### config.mk
export PLATFORM = sky130hd
export DESIGN_NAME = bitplane_line_preshifter
export DESIGN_NICKNAME = d
export VERILOG_FILES = /design/src/hw/rtl/blps_pkg.sv /design/src/hw/rtl/blps_cfg_regs.sv /design/src/hw/rtl/blps_word_path.sv /design/src/hw/rtl/blps_out_fifo.sv /design/src/hw/rtl/bitplane_line_preshifter.sv
export SDC_FILE = /design/constraint.sdc
export NUM_CORES = 1
export LEC_CHECK = 0
export BUFFER_PORTS_ARGS = -buffer_cell sky130_fd_sc_hd__buf_2
export CAP_MARGIN = 40
export CELL_PAD_IN_SITES_DETAIL_PLACEMENT = 0
export CELL_PAD_IN_SITES_GLOBAL_PLACEMENT = 1
export CORE_ASPECT_RATIO = 0.5
export CORE_MARGIN = 2
export CORE_UTILIZATION = 40
export DETAILED_ROUTE_END_ITERATION = 10
export PLACE_DENSITY = 0.75
export SETUP_SLACK_MARGIN = 0.1
export SYNTH_ARGS = -nofsm -noshare
export SYNTH_HDL_FRONTEND = slang
export SYNTH_SLANG_ARGS = --single-unit
### constraint.sdc
create_clock -name clk_i -period 5.1 [get_ports clk_i]
set_clock_uncertainty 0.15 [all_clocks]
set_input_delay 0.51 -clock clk_i [delete_from_list [all_inputs] [get_ports clk_i]]
set_output_delay 0.51 -clock clk_i [all_outputs]
set_load 0.01 [all_outputs]
### src/hw/rtl/blps_pkg.sv
// Shared types, register codes and defaults of the bit-plane line preshifter.
package blps_pkg;

  localparam int unsigned MaxLineWordsDefault = 64;

  localparam int unsigned WordW   = 16;
  localparam int unsigned ShiftW  = 4;
  localparam int unsigned LineW   = 11;
  localparam int unsigned CfgAddrW = 4;
  localparam int unsigned CfgDataW = 32;

  // Register indexes (paddr[3:2])
  localparam logic [1:0] RegShiftAmount = 2'd0;
  localparam logic [1:0] RegLineWidth   = 2'd1;
  localparam logic [1:0] RegFillOnes    = 2'd2;

  localparam logic [ShiftW-1:0] ShiftAmountReset = 4'd0;
  localparam logic [LineW-1:0]  LineWidthReset   = 11'd24;
  localparam logic              FillOnesReset    = 1'b0;

  typedef struct packed {
    logic [ShiftW-1:0] shift_amount;
    logic [LineW-1:0]  line_width;
    logic              fill_ones;
  } cfg_t;

  typedef struct packed {
    logic [WordW-1:0] shifted_word;
    logic             line_end;
  } res_t;

endpackage

### src/hw/rtl/blps_cfg_regs.sv
// APB-style configuration registers of the bit-plane line preshifter.
module blps_cfg_regs (
  input  logic                           clk_i,
  input  logic                           rst_ni,
  input  logic                           psel,
  input  logic                           penable,
  input  logic                           pwrite,
  input  logic [blps_pkg::CfgAddrW-1:0]  paddr,
  input  logic [blps_pkg::CfgDataW-1:0]  pwdata,
  output logic [blps_pkg::CfgDataW-1:0]  prdata,
  output logic                           pready,
  output blps_pkg::cfg_t                 cfg_o
);
  import blps_pkg::*;

  cfg_t       cfg_q, cfg_d;
  logic       wr_en;
  logic [1:0] reg_idx;

  assign pready  = 1'b1;
  assign reg_idx = paddr[3:2];
  assign wr_en   = psel && penable && pwrite;

  always_comb begin
    cfg_d = cfg_q;
    if (wr_en) begin
      case (reg_idx)
        RegShiftAmount: cfg_d.shift_amount = pwdata[ShiftW-1:0];
        RegLineWidth:   cfg_d.line_width   = pwdata[LineW-1:0];
        RegFillOnes:    cfg_d.fill_ones    = pwdata[0];
        default:        cfg_d = cfg_q;
      endcase
    end
  end

  always_comb begin
    case (reg_idx)
      RegShiftAmount: prdata = CfgDataW'(cfg_q.shift_amount);
      RegLineWidth:   prdata = CfgDataW'(cfg_q.line_width);
      RegFillOnes:    prdata = CfgDataW'(cfg_q.fill_ones);
      default:        prdata = '0;
    endcase
  end

  always_ff @(posedge clk_i or negedge rst_ni) begin
    if (!rst_ni) begin
      cfg_q.shift_amount <= ShiftAmountReset;
      cfg_q.line_width   <= LineWidthReset;
      cfg_q.fill_ones    <= FillOnesReset;
    end else begin
      cfg_q <= cfg_d;
    end
  end

  assign cfg_o = cfg_q;

endmodule

### src/hw/rtl/blps_word_path.sv
// Word datapath: edge masking, line-end detection and funnel shift.
module blps_word_path #(
  parameter int unsigned MAX_LINE_WORDS = blps_pkg::MaxLineWordsDefault,
  localparam int unsigned ColW = (MAX_LINE_WORDS > 1) ? $clog2(MAX_LINE_WORDS) : 1
) (
  input  blps_pkg::cfg_t                 cfg_i,
  input  logic [blps_pkg::WordW-1:0]     word_i,
  input  logic [ColW-1:0]                col_i,
  input  logic [blps_pkg::WordW-1:0]     prev_i,
  input  logic                           tail_phase_i,
  output blps_pkg::res_t                 res_o,
  output logic [blps_pkg::WordW-1:0]     cur_o,
  output logic                           last_o,
  output logic                           tail_need_o
);
  import blps_pkg::*;

  localparam int unsigned PixRaw  = MAX_LINE_WORDS * 16;
  localparam logic [11:0] MaxPix  = (PixRaw > 2047) ? 12'd2047 : 12'(PixRaw);
  localparam int unsigned SW      = (ColW + 4 > 12) ? ColW + 4 : 12;
  localparam int unsigned CCW     = (ColW + 1 > 8) ? ColW + 1 : 8;

  function automatic logic [WordW-1:0] funnel(input logic [WordW-1:0] hi,
                                              input logic [WordW-1:0] lo,
                                              input logic [ShiftW-1:0] s);
    logic [2*WordW-1:0] pair;
    pair = {hi, lo} >> s;
    return pair[WordW-1:0];
  endfunction

  logic [WordW-1:0] fill, keep, cur, hi;
  logic [11:0]      w, src_sum, dst_sum;
  logic [7:0]       src_words, dst_words;
  logic [SW-1:0]    start_x, w_x, diff;
  logic [3:0]       valid_pix;
  logic             past_end, partial;

  always_comb begin
    fill = {WordW{cfg_i.fill_ones}};

    // Zero width acts as one pixel; clamp to MAX_LINE_WORDS * 16 pixels, at most 2047.
    w = (cfg_i.line_width == '0) ? 12'd1 : 12'(cfg_i.line_width);
    if (w > MaxPix) begin
      w = MaxPix;
    end

    src_sum   = w + 12'd15;
    dst_sum   = w + 12'(cfg_i.shift_amount) + 12'd15;
    src_words = src_sum[11:4];
    dst_words = dst_sum[11:4];

    start_x   = SW'({col_i, 4'b0000});
    w_x       = SW'(w);
    diff      = w_x - start_x;
    past_end  = (start_x >= w_x);
    partial   = !past_end && (diff < SW'(16));
    valid_pix = diff[3:0];
    keep      = ~(16'hFFFF >> valid_pix);

    if (past_end) begin
      cur = fill;
    end else if (partial) begin
      cur = (word_i & keep) | (fill & ~keep);
    end else begin
      cur = word_i;
    end

    hi = (col_i == '0) ? fill : prev_i;

    last_o      = (CCW'(col_i) + CCW'(1)) >= CCW'(src_words);
    tail_need_o = dst_words > src_words;
    cur_o       = cur;

    // Tail word: last masked word held in prev, fill below it.
    if (tail_phase_i) begin
      res_o.shifted_word = funnel(prev_i, fill, cfg_i.shift_amount);
      res_o.line_end     = 1'b1;
    end else begin
      res_o.shifted_word = funnel(hi, cur, cfg_i.shift_amount);
      res_o.line_end     = last_o && !tail_need_o;
    end
  end

endmodule

### src/hw/rtl/blps_out_fifo.sv
// Two-entry output queue that parts the datapath from the result channel.
module blps_out_fifo (
  input  logic            clk_i,
  input  logic            rst_ni,
  input  logic            push_i,
  input  blps_pkg::res_t  data_i,
  output logic            can_push_o,
  output logic            valid_o,
  input  logic            stall_i,
  output blps_pkg::res_t  data_o
);
  import blps_pkg::*;

  res_t       mem_q [2];
  logic       wr_ptr_q, rd_ptr_q;
  logic [1:0] count_q, count_d;
  logic       pop, push;

  assign valid_o    = (count_q != 2'd0);
  assign pop        = valid_o && !stall_i;
  assign can_push_o = (count_q != 2'd2) || pop;
  assign push       = push_i && can_push_o;
  assign data_o     = mem_q[rd_ptr_q];

  always_comb begin
    count_d = count_q;
    if (push && !pop) begin
      count_d = count_q + 2'd1;
    end else if (pop && !push) begin
      count_d = count_q - 2'd1;
    end
  end

  always_ff @(posedge clk_i or negedge rst_ni) begin
    if (!rst_ni) begin
      wr_ptr_q <= 1'b0;
      rd_ptr_q <= 1'b0;
      count_q  <= 2'd0;
    end else begin
      count_q <= count_d;
      if (push) begin
        wr_ptr_q <= !wr_ptr_q;
      end
      if (pop) begin
        rd_ptr_q <= !rd_ptr_q;
      end
    end
  end

  always_ff @(posedge clk_i) begin
    if (push) begin
      mem_q[wr_ptr_q] <= data_i;
    end
  end

endmodule

### src/hw/rtl/bitplane_line_preshifter.sv
// Top level of the bit-plane line preshifter.
//
// Shifts lines of a 1-bit plane right by shift_amount pixels (0 to 15). Send the
// source words of a line in order, first pixel in bit 15; lines follow one another
// with no gap and no separator, the line end coming from line_width. Each source
// word yields one shifted word; the last word of a line yields a second, tail word
// when the shift pushes pixels past the last source word. Pixels past line_width
// and the pixels shifted in at the line start take the fill value (zeros, or ones
// when fill_ones is set). line_end marks the last output word of every line.
// Rate: one source word per cycle while the output queue has room; a last word
// that has a tail word is held in the single input register until both of its
// results have left it. An accepted word passes through the input register,
// then the two-entry output queue. Write configuration only while the
// block is idle; a write to address 12 is ignored and reads back zero.
module bitplane_line_preshifter #(
  parameter int unsigned MAX_LINE_WORDS = blps_pkg::MaxLineWordsDefault
) (
  input  logic                           clk_i,
  input  logic                           rst_ni,
  // Configuration port
  input  logic                           psel,
  input  logic                           penable,
  input  logic                           pwrite,
  input  logic [blps_pkg::CfgAddrW-1:0]  paddr,
  input  logic [blps_pkg::CfgDataW-1:0]  pwdata,
  output logic [blps_pkg::CfgDataW-1:0]  prdata,
  output logic                           pready,
  // Source words
  input  logic                           in_valid_i,
  output logic                           in_stall_o,
  input  logic [blps_pkg::WordW-1:0]     source_word_i,
  // Shifted words
  output logic                           out_valid_o,
  input  logic                           out_stall_i,
  output logic [blps_pkg::WordW-1:0]     shifted_word_o,
  output logic                           line_end_o
);
  import blps_pkg::*;

  localparam int unsigned ColW = (MAX_LINE_WORDS > 1) ? $clog2(MAX_LINE_WORDS) : 1;

  cfg_t             cfg;
  res_t             path_res, fifo_res;
  logic [WordW-1:0] cur;
  logic             last, tail_need, can_push;

  // Input register and line state
  logic             s1_valid_q;
  logic [WordW-1:0] s1_word_q;
  logic             tail_phase_q;
  logic [ColW-1:0]  col_q;
  logic [WordW-1:0] prev_q;

  logic push, s1_done, accept, has_tail;

  blps_cfg_regs u_cfg (
    .clk_i   (clk_i),
    .rst_ni  (rst_ni),
    .psel    (psel),
    .penable (penable),
    .pwrite  (pwrite),
    .paddr   (paddr),
    .pwdata  (pwdata),
    .prdata  (prdata),
    .pready  (pready),
    .cfg_o   (cfg)
  );

  blps_word_path #(
    .MAX_LINE_WORDS (MAX_LINE_WORDS)
  ) u_path (
    .cfg_i        (cfg),
    .word_i       (s1_word_q),
    .col_i        (col_q),
    .prev_i       (prev_q),
    .tail_phase_i (tail_phase_q),
    .res_o        (path_res),
    .cur_o        (cur),
    .last_o       (last),
    .tail_need_o  (tail_need)
  );

  // A result leaves the input register whenever the output queue has room.
  assign push     = s1_valid_q && can_push;
  assign has_tail = !tail_phase_q && last && tail_need;
  assign s1_done  = push && !has_tail;

  assign in_stall_o = s1_valid_q && !s1_done;
  assign accept     = in_valid_i && !in_stall_o;

  always_ff @(posedge clk_i or negedge rst_ni) begin
    if (!rst_ni) begin
      s1_valid_q   <= 1'b0;
      tail_phase_q <= 1'b0;
      col_q        <= '0;
    end else begin
      if (accept) begin
        s1_valid_q <= 1'b1;
      end else if (s1_done) begin
        s1_valid_q <= 1'b0;
      end

      // Hold the word in the input register to emit its tail word.
      if (push && has_tail) begin
        tail_phase_q <= 1'b1;
      end else if (push) begin
        tail_phase_q <= 1'b0;
      end

      // Advance the column on the main word; drop back to zero at line end.
      if (push && !tail_phase_q) begin
        col_q <= last ? '0 : col_q + ColW'(1);
      end
    end
  end

  // prev feeds the next word's upper half and the tail word; at column zero
  // the fill value replaces it, so it needs no reset.
  always_ff @(posedge clk_i) begin
    if (accept) begin
      s1_word_q <= source_word_i;
    end
    if (push && !tail_phase_q) begin
      prev_q <= cur;
    end
  end

  blps_out_fifo u_out (
    .clk_i      (clk_i),
    .rst_ni     (rst_ni),
    .push_i     (push),
    .data_i     (path_res),
    .can_push_o (can_push),
    .valid_o    (out_valid_o),
    .stall_i    (out_stall_i),
    .data_o     (fifo_res)
  );

  assign shifted_word_o = fifo_res.shifted_word;
  assign line_end_o     = fifo_res.line_end;

endmodule

# Word-level counts from Yosys, hierarchy flattened
# Memory sizes are Yosys's and may differ from the RTL's.
# Index checks and enable logic that the tools add are counted.
dict set report op_classes {
  mux 16
  shift 3
  n_eq_ne 3
  order_cmp 5
  add_sub_neg 8
  reduce_logical 38
  bitwise_logic 5
}
# op count
set op_table {}
lappend op_table {{32-bit by 4-bit >> shifter with 16-bit output} 2}
lappend op_table {{16-bit two-way mux} 3}
lappend op_table {{11-bit case mux with 3 select lines} 1}
lappend op_table {{16-bit AND} 2}
lappend op_table {{16-bit NOT} 2}
lappend op_table {{12-bit by 4-bit adder with 12-bit output (second input constant)} 2}
lappend op_table {{17-bit two-way mux} 1}
lappend op_table {{1-bit logical AND} 16}
lappend op_table {{16-bit bitwise OR} 1}
lappend op_table {{16-bit by 4-bit >> shifter with 16-bit output (first input constant)} 1}
lappend op_table {{12-bit by 4-bit adder with 12-bit output} 1}
lappend op_table {{10-bit by 12-bit greater-or-equal comparator with 1-bit output} 1}
lappend op_table {{12-bit by 11-bit greater-than comparator with 1-bit output (second input constant)} 1}
lappend op_table {{12-bit by 5-bit < comparator with 1-bit output (second input constant)} 1}
lappend op_table {{12-bit two-way mux} 1}
lappend op_table {{12-bit by 10-bit subtractor with 12-bit output} 1}
lappend op_table {{1-bit zero test} 11}
lappend op_table {{11-bit zero test} 1}
lappend op_table {{11-bit two-way mux} 1}
lappend op_table {{8-bit greater-or-equal comparator} 1}
lappend op_table {{8-bit greater-than comparator} 1}
lappend op_table {{2-bit nonzero test} 4}
lappend op_table {{6-bit by 1-bit adder with 7-bit output (second input constant)} 1}
lappend op_table {{6-bit by 1-bit adder with 6-bit output (second input constant)} 1}
lappend op_table {{other kinds (12)} 20}
dict set report word_totals {
  ram_bits 34
  wordCells 90
  in_bits 59
  memories 1
  register_bits 60
  out_inout_bits 52
}
# memory depth word_bits rd rd_clocked_by_memory_dff wr line_no
set memory_table {}
lappend memory_table {u_out.mem_q 2 17 1 0 1 blps_out_fifo.sv:14} ;# res_t mem_q [2];

# Depth between registers and ports, before layout
# Gate-level depths: netlist of the first run.
dict set report depth {
  depth_word 15
  depth_mapped 21
}

# Modules after synthesis
# From an unflattened synthesis of the first run, not the netlist that was laid out.
dict set report unflattened {
  cells_unflattened 751
  hier_area_um2 7320.8
}
# mod instances seq_area_each_um2 cells_each area_per_inst_um2
set by_module_without_submodules {}
lappend by_module_without_submodules {blps_word_path 1 0.0 522 3458.3}
lappend by_module_without_submodules {blps_out_fifo 1 1121.1 71 1477.7}
lappend by_module_without_submodules {bitplane_line_preshifter 1 1161.1 78 1392.6}
lappend by_module_without_submodules {blps_cfg_regs 1 402.9 80 992.2}

# Worst setup path before layout of the first run
# Ideal clock, no wire load.
dict set report synth_path {
  kind {register -> register}
  startpoint {register u_cfg.cfg_q (netlist bit u_cfg.cfg_o[13])}
  endpoint {register s1_word_q[0], enable pin}
  path_slack_ps 181
  period_less_slack_ps 4919
  t_arrival_ps 4396
  stages_incl_launch_ff 21
  path_buffers 3
  required_ps 4577
  path_cell_list {dfrtp_1 clkbuf_1 inv_1 clkbuf_1 clkbuf_1 ha_1 inv_1 ha_1 a31o_2 a21oi_1 nor2b_1 o21a_1 and3_1 a31o_2 ha_1 a21o_1 a21oi_1 o21ai_0 o211a_1 a21oi_1 o21a_1}
}
dict set report synth_via {
  elab_chain_len 10
}
# item line_no
set synth_rtl {}
lappend synth_rtl {{from (decl)} blps_cfg_regs.sv:16} ;# cfg_t cfg_q, cfg_d;
lappend synth_rtl {{from (signal assigned)} blps_cfg_regs.sv:51} ;# cfg_q <= cfg_d;
lappend synth_rtl {{12-bit by 4-bit adder with 12-bit output (2 in a row)} blps_word_path.sv:48} ;# dst_sum = w + 12'(cfg_i.shift_amount) + 12'd15;
lappend synth_rtl {{8-bit greater-than comparator} blps_word_path.sv:71} ;# tail_need_o = dst_words > src_words;
lappend synth_rtl {{1-bit logical AND} bitplane_line_preshifter.sv:85} ;# assign has_tail = !tail_phase_q && last && tail_need;
lappend synth_rtl {{1-bit zero test} bitplane_line_preshifter.sv:86} ;# assign s1_done = push && !has_tail;
lappend synth_rtl {{1-bit logical AND} bitplane_line_preshifter.sv:86}
lappend synth_rtl {{1-bit zero test} bitplane_line_preshifter.sv:88} ;# assign in_stall_o = s1_valid_q && !s1_done;
lappend synth_rtl {{1-bit logical AND} bitplane_line_preshifter.sv:88}
lappend synth_rtl {{1-bit zero test} bitplane_line_preshifter.sv:89} ;# assign accept = in_valid_i && !in_stall_o;
lappend synth_rtl {{1-bit logical AND} bitplane_line_preshifter.sv:89}
lappend synth_rtl {{named net accept} bitplane_line_preshifter.sv:54} ;# logic push, s1_done, accept, has_tail;
lappend synth_rtl {{to (signal assigned)} bitplane_line_preshifter.sv:121} ;# s1_word_q <= source_word_i;
lappend synth_rtl {{to (decl)} bitplane_line_preshifter.sv:49} ;# logic [WordW-1:0] s1_word_q;
# The timed path passes the listed nets, and every way through them passes these cells.
# A chain may end at the register's enable or synchronous reset.

# Worst setup path in the final report of the first run
dict set report layout_path {
  startpoint {register u_cfg.cfg_q (netlist bit u_cfg.cfg_o[11])}
  endpoint {output in_stall_o}
}
dict set report layout_via {
  elab_chain_len 12
  word_cells_on_any_way 15
  classes_between {3 x add/sub; 3 x order compare; 2 x mux; 7 x reduce/logical}
}
# item line_no
set layout_rtl {}
lappend layout_rtl {{11-bit zero test} blps_word_path.sv:42} ;# w = (cfg_i.line_width == '0) ? 12'd1 : 12'(cfg_i.line_width);
lappend layout_rtl {{11-bit two-way mux (*)} blps_word_path.sv:42}
lappend layout_rtl {{12-bit by 11-bit greater-than comparator with 1-bit output} blps_word_path.sv:43} ;# if (w > MaxPix) begin
lappend layout_rtl {{12-bit two-way mux (*)} blps_word_path.sv:43}
lappend layout_rtl {{12-bit by 4-bit adder with 12-bit output, on equally long branches} {blps_word_path.sv:48, blps_word_path.sv:47}}
lappend layout_rtl {{12-bit by 4-bit adder with 12-bit output / 8-bit greater-or-equal comparator (equally long branches)} {blps_word_path.sv:48, blps_word_path.sv:70}}
lappend layout_rtl {{8-bit greater-than comparator / 1-bit logical AND (equally long branches)} {blps_word_path.sv:71, bitplane_line_preshifter.sv:85}}
lappend layout_rtl {{1-bit logical AND (*)} bitplane_line_preshifter.sv:85}
lappend layout_rtl {{1-bit zero test (*)} bitplane_line_preshifter.sv:86}
lappend layout_rtl {{1-bit logical AND (*)} bitplane_line_preshifter.sv:86}
lappend layout_rtl {{1-bit zero test (*)} bitplane_line_preshifter.sv:88}
lappend layout_rtl {{1-bit logical AND (*)} bitplane_line_preshifter.sv:88}
lappend layout_rtl {{to (decl)} bitplane_line_preshifter.sv:30} ;# output logic in_stall_o,
# Every way passes the cells marked *; elsewhere a longest branch is shown, timed or not.

==> results of run 1 <==
## power breakdown
part	internal [mW]	switching (mW)	total (mW)
Combinational	1.29	1.96	3.25
Sequential	1.30	0.234	1.53
Clock	0.348	0.336	0.685
## through the flow
stage	instances	instance area [µm²]	setup WS, ns
2_1_floorplan	765	7080	0.181
3_3_place_gp	1014	7490	0.330
3_5_place_dp	1016	7520	0.301
4_1_cts	1032	7830	0.137
5_1_grt	1036	7880	0.0903
6_report	1036	7880	0.339
## cell usage after synthesis (4+ instances only)
library cell / count / area share [%]
sky130_fd_sc_hd__a2111oi_0: 4 / 0.50
sky130_fd_sc_hd__a211oi_1: 6 / 0.64
sky130_fd_sc_hd__a21o_1: 16 / 1.7
sky130_fd_sc_hd__a21oi_1: 41 / 2.9
sky130_fd_sc_hd__a221oi_1: 5 / 0.63
sky130_fd_sc_hd__a31o_2: 4 / 0.50
sky130_fd_sc_hd__a31oi_1: 7 / 0.63
sky130_fd_sc_hd__and2_1: 7 / 0.63
sky130_fd_sc_hd__and3_1: 7 / 0.63
sky130_fd_sc_hd__buf_2: 4 / 0.29
sky130_fd_sc_hd__buf_4: 22 / 2.4
sky130_fd_sc_hd__clkbuf_1: 37 / 2.0
sky130_fd_sc_hd__dfrtp_1: 26 / 9.3
sky130_fd_sc_hd__edfxtp_1: 65 / 28
sky130_fd_sc_hd__ha_1: 30 / 5.4
sky130_fd_sc_hd__inv_1: 31 / 1.7
sky130_fd_sc_hd__mux2_2: 42 / 6.8
sky130_fd_sc_hd__mux2i_1: 40 / 5.7
sky130_fd_sc_hd__nand2_1: 77 / 4.1
sky130_fd_sc_hd__nand2b_1: 7 / 0.63
sky130_fd_sc_hd__nand3_1: 15 / 1.1
sky130_fd_sc_hd__nand4_1: 10 / 0.89
sky130_fd_sc_hd__nor2_1: 48 / 2.6
sky130_fd_sc_hd__nor2b_1: 10 / 0.89
sky130_fd_sc_hd__nor3_1: 14 / 1.0
sky130_fd_sc_hd__nor4_1: 7 / 0.63
sky130_fd_sc_hd__o211ai_1: 9 / 0.97
sky130_fd_sc_hd__o21a_1: 4 / 0.43
sky130_fd_sc_hd__o21ai_0: 43 / 3.1
sky130_fd_sc_hd__o21ai_1: 5 / 0.36
sky130_fd_sc_hd__o22ai_1: 8 / 0.72
sky130_fd_sc_hd__xnor2_1: 12 / 1.5
sky130_fd_sc_hd__xor2_1: 6 / 0.75
## layer usage
| layer | GRT usage (%) | routed length [µm] | up-vias |
|---|---|---|---|
| met3 | 3.83 | 1340 | 19 |
| met2 | 32.5 | 8590 | 223 |
| met5 | 0 | 0 | - |
| met4 | 4.50 | 240 | 0 |
| li1 | - | - | 2823 |
| met1 | 29.6 | 8710 | 2853 |
## worst reg2reg max path, cell delays in order (launching register included)
cell	delay, ns
sky130_fd_sc_hd__dfrtp_2	0.46
sky130_fd_sc_hd__buf_4	0.21
sky130_fd_sc_hd__nor2b_1	0.31
sky130_fd_sc_hd__ha_1	0.33
sky130_fd_sc_hd__and2b_1	0.21
sky130_fd_sc_hd__o22ai_1	0.21
sky130_fd_sc_hd__nand2_1	0.26
sky130_fd_sc_hd__a211oi_2	0.55
sky130_fd_sc_hd__o21ai_0	0.34
sky130_fd_sc_hd__a221oi_1	0.72
sky130_fd_sc_hd__nand2_1	0.21
sky130_fd_sc_hd__o211ai_1	0.23
sky130_fd_sc_hd__nand4_1	0.16
## worst max path at each step
stage | cells past startpoint | start | endpoint | slack (ns)
global placement | 18 | u_cfg.cfg_o[4] | s1_word_q[14] | 0.33
CTS | 18 | u_cfg.cfg_o[4] | in_stall_o | 0.14
floorplan | 20 | u_cfg.cfg_o[13] | s1_word_q[0] | 0.18
global route | 19 | u_cfg.cfg_o[11] | in_stall_o | 0.09
finish | 16 | u_cfg.cfg_o[11] | in_stall_o | 0.34
detailed placement | 18 | u_cfg.cfg_o[4] | s1_word_q[9] | 0.30
## cell usage in the layout, fill, tap and decap left out, types with 10 or more instances in the layout
master,synthesis,layout
sky130_fd_sc_hd__inv_1,31,31
sky130_fd_sc_hd__edfxtp_1,65,65
sky130_fd_sc_hd__mux2_2,42,42
sky130_fd_sc_hd__mux2i_1,40,40
sky130_fd_sc_hd__dfrtp_1,26,24
sky130_fd_sc_hd__o21ai_0,43,43
sky130_fd_sc_hd__ha_1,30,30
sky130_fd_sc_hd__nand2_1,77,77
sky130_fd_sc_hd__nor2_1,48,48
sky130_fd_sc_hd__buf_4,22,21
sky130_fd_sc_hd__a21oi_1,41,39
sky130_fd_sc_hd__buf_2,4,65
sky130_fd_sc_hd__a21o_1,16,16
sky130_fd_sc_hd__nor3_1,14,14
sky130_fd_sc_hd__conb_1,2,24
sky130_fd_sc_hd__nand4_1,10,10
sky130_fd_sc_hd__nand3_1,15,15
sky130_fd_sc_hd__xnor2_1,12,12
## repair_timing
item                                    4_1_cts  5_1_grt
setup buffers                                 0        4
resized for setup                             3        5
endpoints found under the setup margin        1        1
endpoints found under the hold margin         0        0
pin swaps                                     0        2
## registers in the layout, indices dropped and copies added (netlist names)
name	flops
u_out.count_q	2
u_out.wr_ptr_q	1
s1_word_q	16
u_out.rd_ptr_q	1
tail_phase_q	1
prev_q	15
u_cfg.cfg_o	16
s1_valid_q	1
u_out.mem_q	34
col_q	6
## layout make-up
cell class	instances	area, µm²	area share (%)
Multi-Input combinational cell	572	3990	50.7
Tap cell	234	293	3.72
Clock inverter	7	75.1	0.953
Inverter	34	128	1.62
Timing Repair Buffer	87	510	6.48
Clock buffer	9	225	2.86
Sequential cell	93	2660	33.7
## logic make-up (layout without fill, tap and decap cells)
| family | count (synthesis) | in the layout | synth area share, % |
|---|---|---|---|
| multiplexers | 82 | 82 | 12.5 |
| adder cells (fa/ha/maj) | 30 | 30 | 5.36 |
| AO/OA/AOI/OAI | 195 | 195 | 19.7 |
| other | 2 | 24 | 0.107 |
| flip-flops | 93 | 93 | 37.9 |
| buffers and inverters | 100 | 137 | 6.62 |
| AND/OR/NAND/NOR | 223 | 223 | 15.6 |
| XOR/XNOR | 18 | 18 | 2.25 |
==> summary.txt, run 1 <==
Run status
  – Status: finished, final reports clean

Cells and area
  – Utilization after layout: 45.7%
  – Signed area change from the synthesized netlist to the final layout: 12.6%
  – Post-layout nets: 886
  – Antenna cells: 0
  – Number of filler cells placed in the layout: 1662
  – Share of layout cells above drive strength 1: 21.8%

STA
  – Worst hold-check slack: 0.0402 ns
  – Transition at the pin with the smallest max-transition slack: 0.828 ns
  – Fmax: 210 MHz
  – Setup repair after global routing missed its margin: no
  – Clock period minus final worst setup slack: 4.76 ns
  – Ratio of final minimum period to clock period: 93.3%
  – Total negative slack for setup checks: 0 ns
  – Setup-violating endpoint count in the final report: 0
  – Number of failing hold endpoints at the final stage: 0
  – Max-slew headroom: 43.4%
  – Max-slew violations: 0

Critical path
  – Most frequent CP cell: sky130_fd_sc_hd__a21o_1
  – Worst reg2reg path endpoint: u_out.mem_q[1][4]
  – Crit path buffers/inverters: 2
  – Crit path cell chain: buf_4, or4_4, o22ai_4, nor2_1, a21oi_1, ha_1, nand2b_1, a21o_1, a21o_1, a21o_1, a21o_1, a21o_1, a21o_1, a21oi_4, nor2_1, buf_2
  – Worst-path cell with the longest stage delay: sky130_fd_sc_hd__or4_4
  – Kind of cell with the highest combined delay on the critical path: compound AO/OA/AOI/OAI gates
  – Length in cells of the worst reg-to-reg path: 12
  – Kind of start point of the critical path: flip-flop
  – Worst reg2reg startpoint: u_cfg.cfg_o[11]
  – Crit path max fanout: 15
  – Slowest stage delay, CP: 0.53 ns
  – Critical Path Sink Type: output pin
  – Required time at the worst-slack endpoint: 4.44 ns
  – Setup slack of the worst register-to-register path: 0.48 ns
  – Critical path arrival: 4.10 ns
  – Path type of the worst setup path: reg2out

Logic synthesis
  – Fraction of the yosys area taken by sequential cells: 37.9%
  – Share of flip-flops with an asynchronous set or reset: 30.1%
  – Flops & latches, synth: 93
  – Mapped Area: 7000 µm²
  – Number of standard cells after synthesis: 743
  – Number of enable flip-flop cells after synthesis: 65
  – Synth warn: 0
  – Mean instance size in the synthesized netlist: 9.42 µm²
  – Unique cell type count in the Yosys netlist: 76
  – Synth Flop Type: sky130_fd_sc_hd__edfxtp_1

Detailed routing
  – Routed wirelength normalized by instance count: 18.2 µm
  – # DRC: 0
  – 1st-pass router iterations: 5
  – Total via count in the routed design: 5918
  – Initial drt markers: 525
  – Number of nets with antenna violations after detailed routing: 0
  – Detail-routed via count per cell: 5.71
  – Post-Route WL: 18.9 mm

Floorplanning
  – Boundary Pins: 111
  – Area of the die: 18600 µm²
  – Placement Rows: 34
  – DIE HEIGHT: 97.5 µm
  – X dimension of the die: 191 µm
  – Area inside the core boundary: 17200 µm²
  – Initial Utilization: 40.6%

Clock tree
  – Max H-tree Level: 3
  – Sinks on Clock Net: 93
  – Clock buffers created by TritonCTS: 9
  – Buffer depth of the longest clock path: 2
  – TritonCTS clock tree: built
  – Clock latency at the later pin of the worst-skew pair: 0.35 ns
  – Root Driver: sky130_fd_sc_hd__clkbuf_16
  – Hold-fix buffers, CTS: 0
  – Clock input transition at the sequential cells of the worst setup and hold paths: 0.08 ns

Global routing
  – GRT Residual Overflow: 0
  – Number of global-route vias before repair: 5525
  – Initial antenna violation count: 0
  – Wire length of the first global-routing pass: 30.0 mm
  – Total GRT Usage: 20.7%
  – Largest net degree at the start of global routing: 48

Worst hold path
  – Classification of the worst-slack hold path: in2async

Place
  – Buffers added on ports: 65
  – Final Wtd Congestion: 0.882
  – Post-detail-place hpwl: 13.9 mm

Pwr
  – Largest vdd supply drop: 0.000204 V
  – Overall power after layout: 5.46 mW
  – Static Leak: 3.29 nW
  – Power per unit of standard cell area: 693 nW/µm²

Job
  – Max capacitance violation total: 0
Power figures use the tool's default switching activity.
==> run 2, diff against run 1 <==
--- a/config.mk
+++ b/config.mk
@@ -11,10 +11,12 @@
 export CELL_PAD_IN_SITES_GLOBAL_PLACEMENT = 1
 export CORE_ASPECT_RATIO = 0.5
 export CORE_MARGIN = 2
-export CORE_UTILIZATION = 40
+export CORE_UTILIZATION = 41
+export CTS_BUF_LIST = sky130_fd_sc_hd__clkbuf_8 sky130_fd_sc_hd__clkbuf_16
 export DETAILED_ROUTE_END_ITERATION = 10
-export PLACE_DENSITY = 0.75
+export PLACE_DENSITY = 0.76
 export SETUP_SLACK_MARGIN = 0.1
 export SYNTH_ARGS = -nofsm -noshare
 export SYNTH_HDL_FRONTEND = slang
+export SYNTH_HIERARCHICAL = 1
 export SYNTH_SLANG_ARGS = --single-unit
==> run 2 against run 1 <==
Final cell count up 0.48%; first-iteration DRC count down 21%; utilization up 0.83 points; clock power up 0.7%; critical path depth up 1; setup slack better by 0.020 ns.
==> summary.txt, run 2 <==
Clock tree
  – Max H-tree Level: 3
  – TritonCTS clock tree: built
  – Sinks on Clock Net: 93
  – Hold-fix buffers, CTS: 0
  – Post CTS Setup Buffer Count: 0
  – Clock latency at the later pin of the worst-skew pair: 0.35 ns
  – Clock buffers created by TritonCTS: 9
  – Clock input transition at the sequential cells of the worst setup and hold paths: 0.07 ns
  – Buffer depth of the longest clock path: 2
  – Root Driver: sky130_fd_sc_hd__clkbuf_16

Critical path
  – Slowest stage delay, CP: 0.64 ns
  – Critical Path Sink Type: output pin
  – Critical path arrival: 4.08 ns
  – Kind of start point of the critical path: flip-flop
  – Path type of the worst setup path: reg2out
  – Worst-path cell with the longest stage delay: sky130_fd_sc_hd__dfstp_2
  – Crit path cell chain: nand2b_1, ha_1, inv_1, ha_1, a21o_1, a21oi_2, nor2b_2, and3_1, a31o_2, ha_1, nand3_1, a21oi_1, a211oi_2, a21oi_2, nand3b_1, a21boi_2, buf_2
  – Crit path max fanout: 9
  – Required time at the worst-slack endpoint: 4.44 ns
  – Most frequent CP cell: sky130_fd_sc_hd__ha_1

Place
  – Final Wtd Congestion: 0.914
  – Placement Cell Area: 7770 µm²
  – Post-detail-place hpwl: 14.0 mm
  – Placed insts: 1026
  – Dpl ws: 0.487 ns
  – Buffers added on ports: 65

Detailed routing
  – Total via count in the routed design: 5872
  – 1st-pass router iterations: 5
  – Number of nets with antenna violations after detailed routing: 0
  – Detail-routed via count per cell: 5.64
  – # DRC: 0
  – Routed wirelength normalized by instance count: 18.2 µm
  – Initial drt markers: 417
  – Post-Route WL: 19.0 mm

Global routing
  – Initial antenna violation count: 0
  – Number of global-route vias before repair: 5381
  – Total GRT Usage: 20.3%
  – GRT Residual Overflow: 0
  – Largest net degree at the start of global routing: 43
  – Wire length of the first global-routing pass: 29.7 mm

STA
  – Ratio of final minimum period to clock period: 93.0%
  – Fmax: 211 MHz
  – Worst hold-check slack: 0.0452 ns
  – Setup-violating endpoint count in the final report: 0
  – Max-slew violations: 0
  – Max-slew headroom: 37.5%
  – Final critical-path setup slack: 0.359 ns
  – Clock period minus final worst setup slack: 4.74 ns
  – Setup repair after global routing missed its margin: no
  – Transition at the pin with the smallest max-transition slack: 0.937 ns
  – Total negative slack for setup checks: 0 ns
  – Number of failing hold endpoints at the final stage: 0

Floorplanning
  – DIE HEIGHT: 98.2 µm
  – Placement Rows: 34
  – X dimension of the die: 192 µm
  – Initial Utilization: 41.8%
  – Boundary Pins: 111
  – Area inside the core boundary: 17400 µm²
  – Area of the die: 18900 µm²

Job
  – Max capacitance violation total: 0

Logic synthesis
  – Number of standard cells after synthesis: 749
  – Mapped Area: 7280 µm²
  – Synth warn: 6
  – Mean instance size in the synthesized netlist: 9.72 µm²

Run status
  – Status: finished, final reports clean

Cells and area
  – Register with the highest flop count: u_out/mem_q
  – Final instance area: 8100 µm²
  – Finished Layout Cells: 1041
  – Antenna cells: 0
  – Share of layout cells above drive strength 1: 22.9%
  – Utilization after layout: 46.6%
  – Sequential Area: 2660 µm²
  – Post-layout nets: 893
  – Signed area change from the synthesized netlist to the final layout: 11.3%
  – Number of flip-flops under the largest register name: 34
  – Area of combinational cells with multiple inputs: 4230 µm²
  – Commonest cells after routing, fill and taps aside: sky130_fd_sc_hd__buf_2, sky130_fd_sc_hd__edfxtp_1, sky130_fd_sc_hd__nor2_1
  – Number of filler cells placed in the layout: 1656

Pwr
  – Overall power after layout: 5.37 mW
  – Static Leak: 3.32 nW
  – Largest vdd supply drop: 0.000245 V
  – Power per unit of standard cell area: 663 nW/µm²

Worst hold path
  – Classification of the worst-slack hold path: in2async
## run 2: where the power goes
group          switching [mW]  leakage (nW)  internal [mW]
logic                    1.94          2.22           1.30
clock network           0.307         0.144          0.384
registers               0.204         0.963           1.24
total                    2.45          3.32           2.92
## run 2: final cells by class
type / instances / area share (%)
multi-input cells: 579 / 52.2
clock buffers: 9 / 2.78
well taps: 234 / 3.61
inverters: 35 / 1.62
clock inverters: 6 / 0.880
flip-flops and latches: 93 / 32.8
repair buffers: 85 / 6.12
## run 2: layer usage
layer	wire length [µm]	vias to the layer above	track usage, %
li1	-	2852	-
met5	0	-	0
met2	8250	183	30.6
met4	129	0	3.99
met3	1450	10	5.18
met1	9130	2827	29.5
## run 2: final timing paths
| path | startpoint | endpoint | slack (ns) | depth (start not counted) |
|---|---|---|---|---|
| setup / recovery | u_cfg/cfg_o[4] | in_stall_o | 0.36 | 17 |
| hold / removal | rst_ni | col_q[1] | 0.05 | 1 |
| setup reg to reg | u_cfg/cfg_o[11] | u_out/mem_q[0][1] | 0.52 | 12 |
| hold reg to reg | u_out/wr_ptr_q | u_out/wr_ptr_q | 0.35 | 1 |
| max in group asynchronous | rst_ni | u_cfg/cfg_o[1] | 4.27 | 1 |
| min in group clk_i | source_word_i[12] | s1_word_q[12] | 0.18 | 1 |
## run 2: what timing repair did
item                       CTS  global route
gates resized for setup      1             8
setup endpoints to repair    1             1
hold endpoints to repair     0             0
## run 2: worst max-delay path: cells and delay by family, from the launching register on
kind | cells | cell delay, ns
compound gates | 7 | 1.27
buf+inv | 2 | 0.20
fa+ha+maj | 3 | 0.89
simple gates | 5 | 0.73
flops | 1 | 0.64
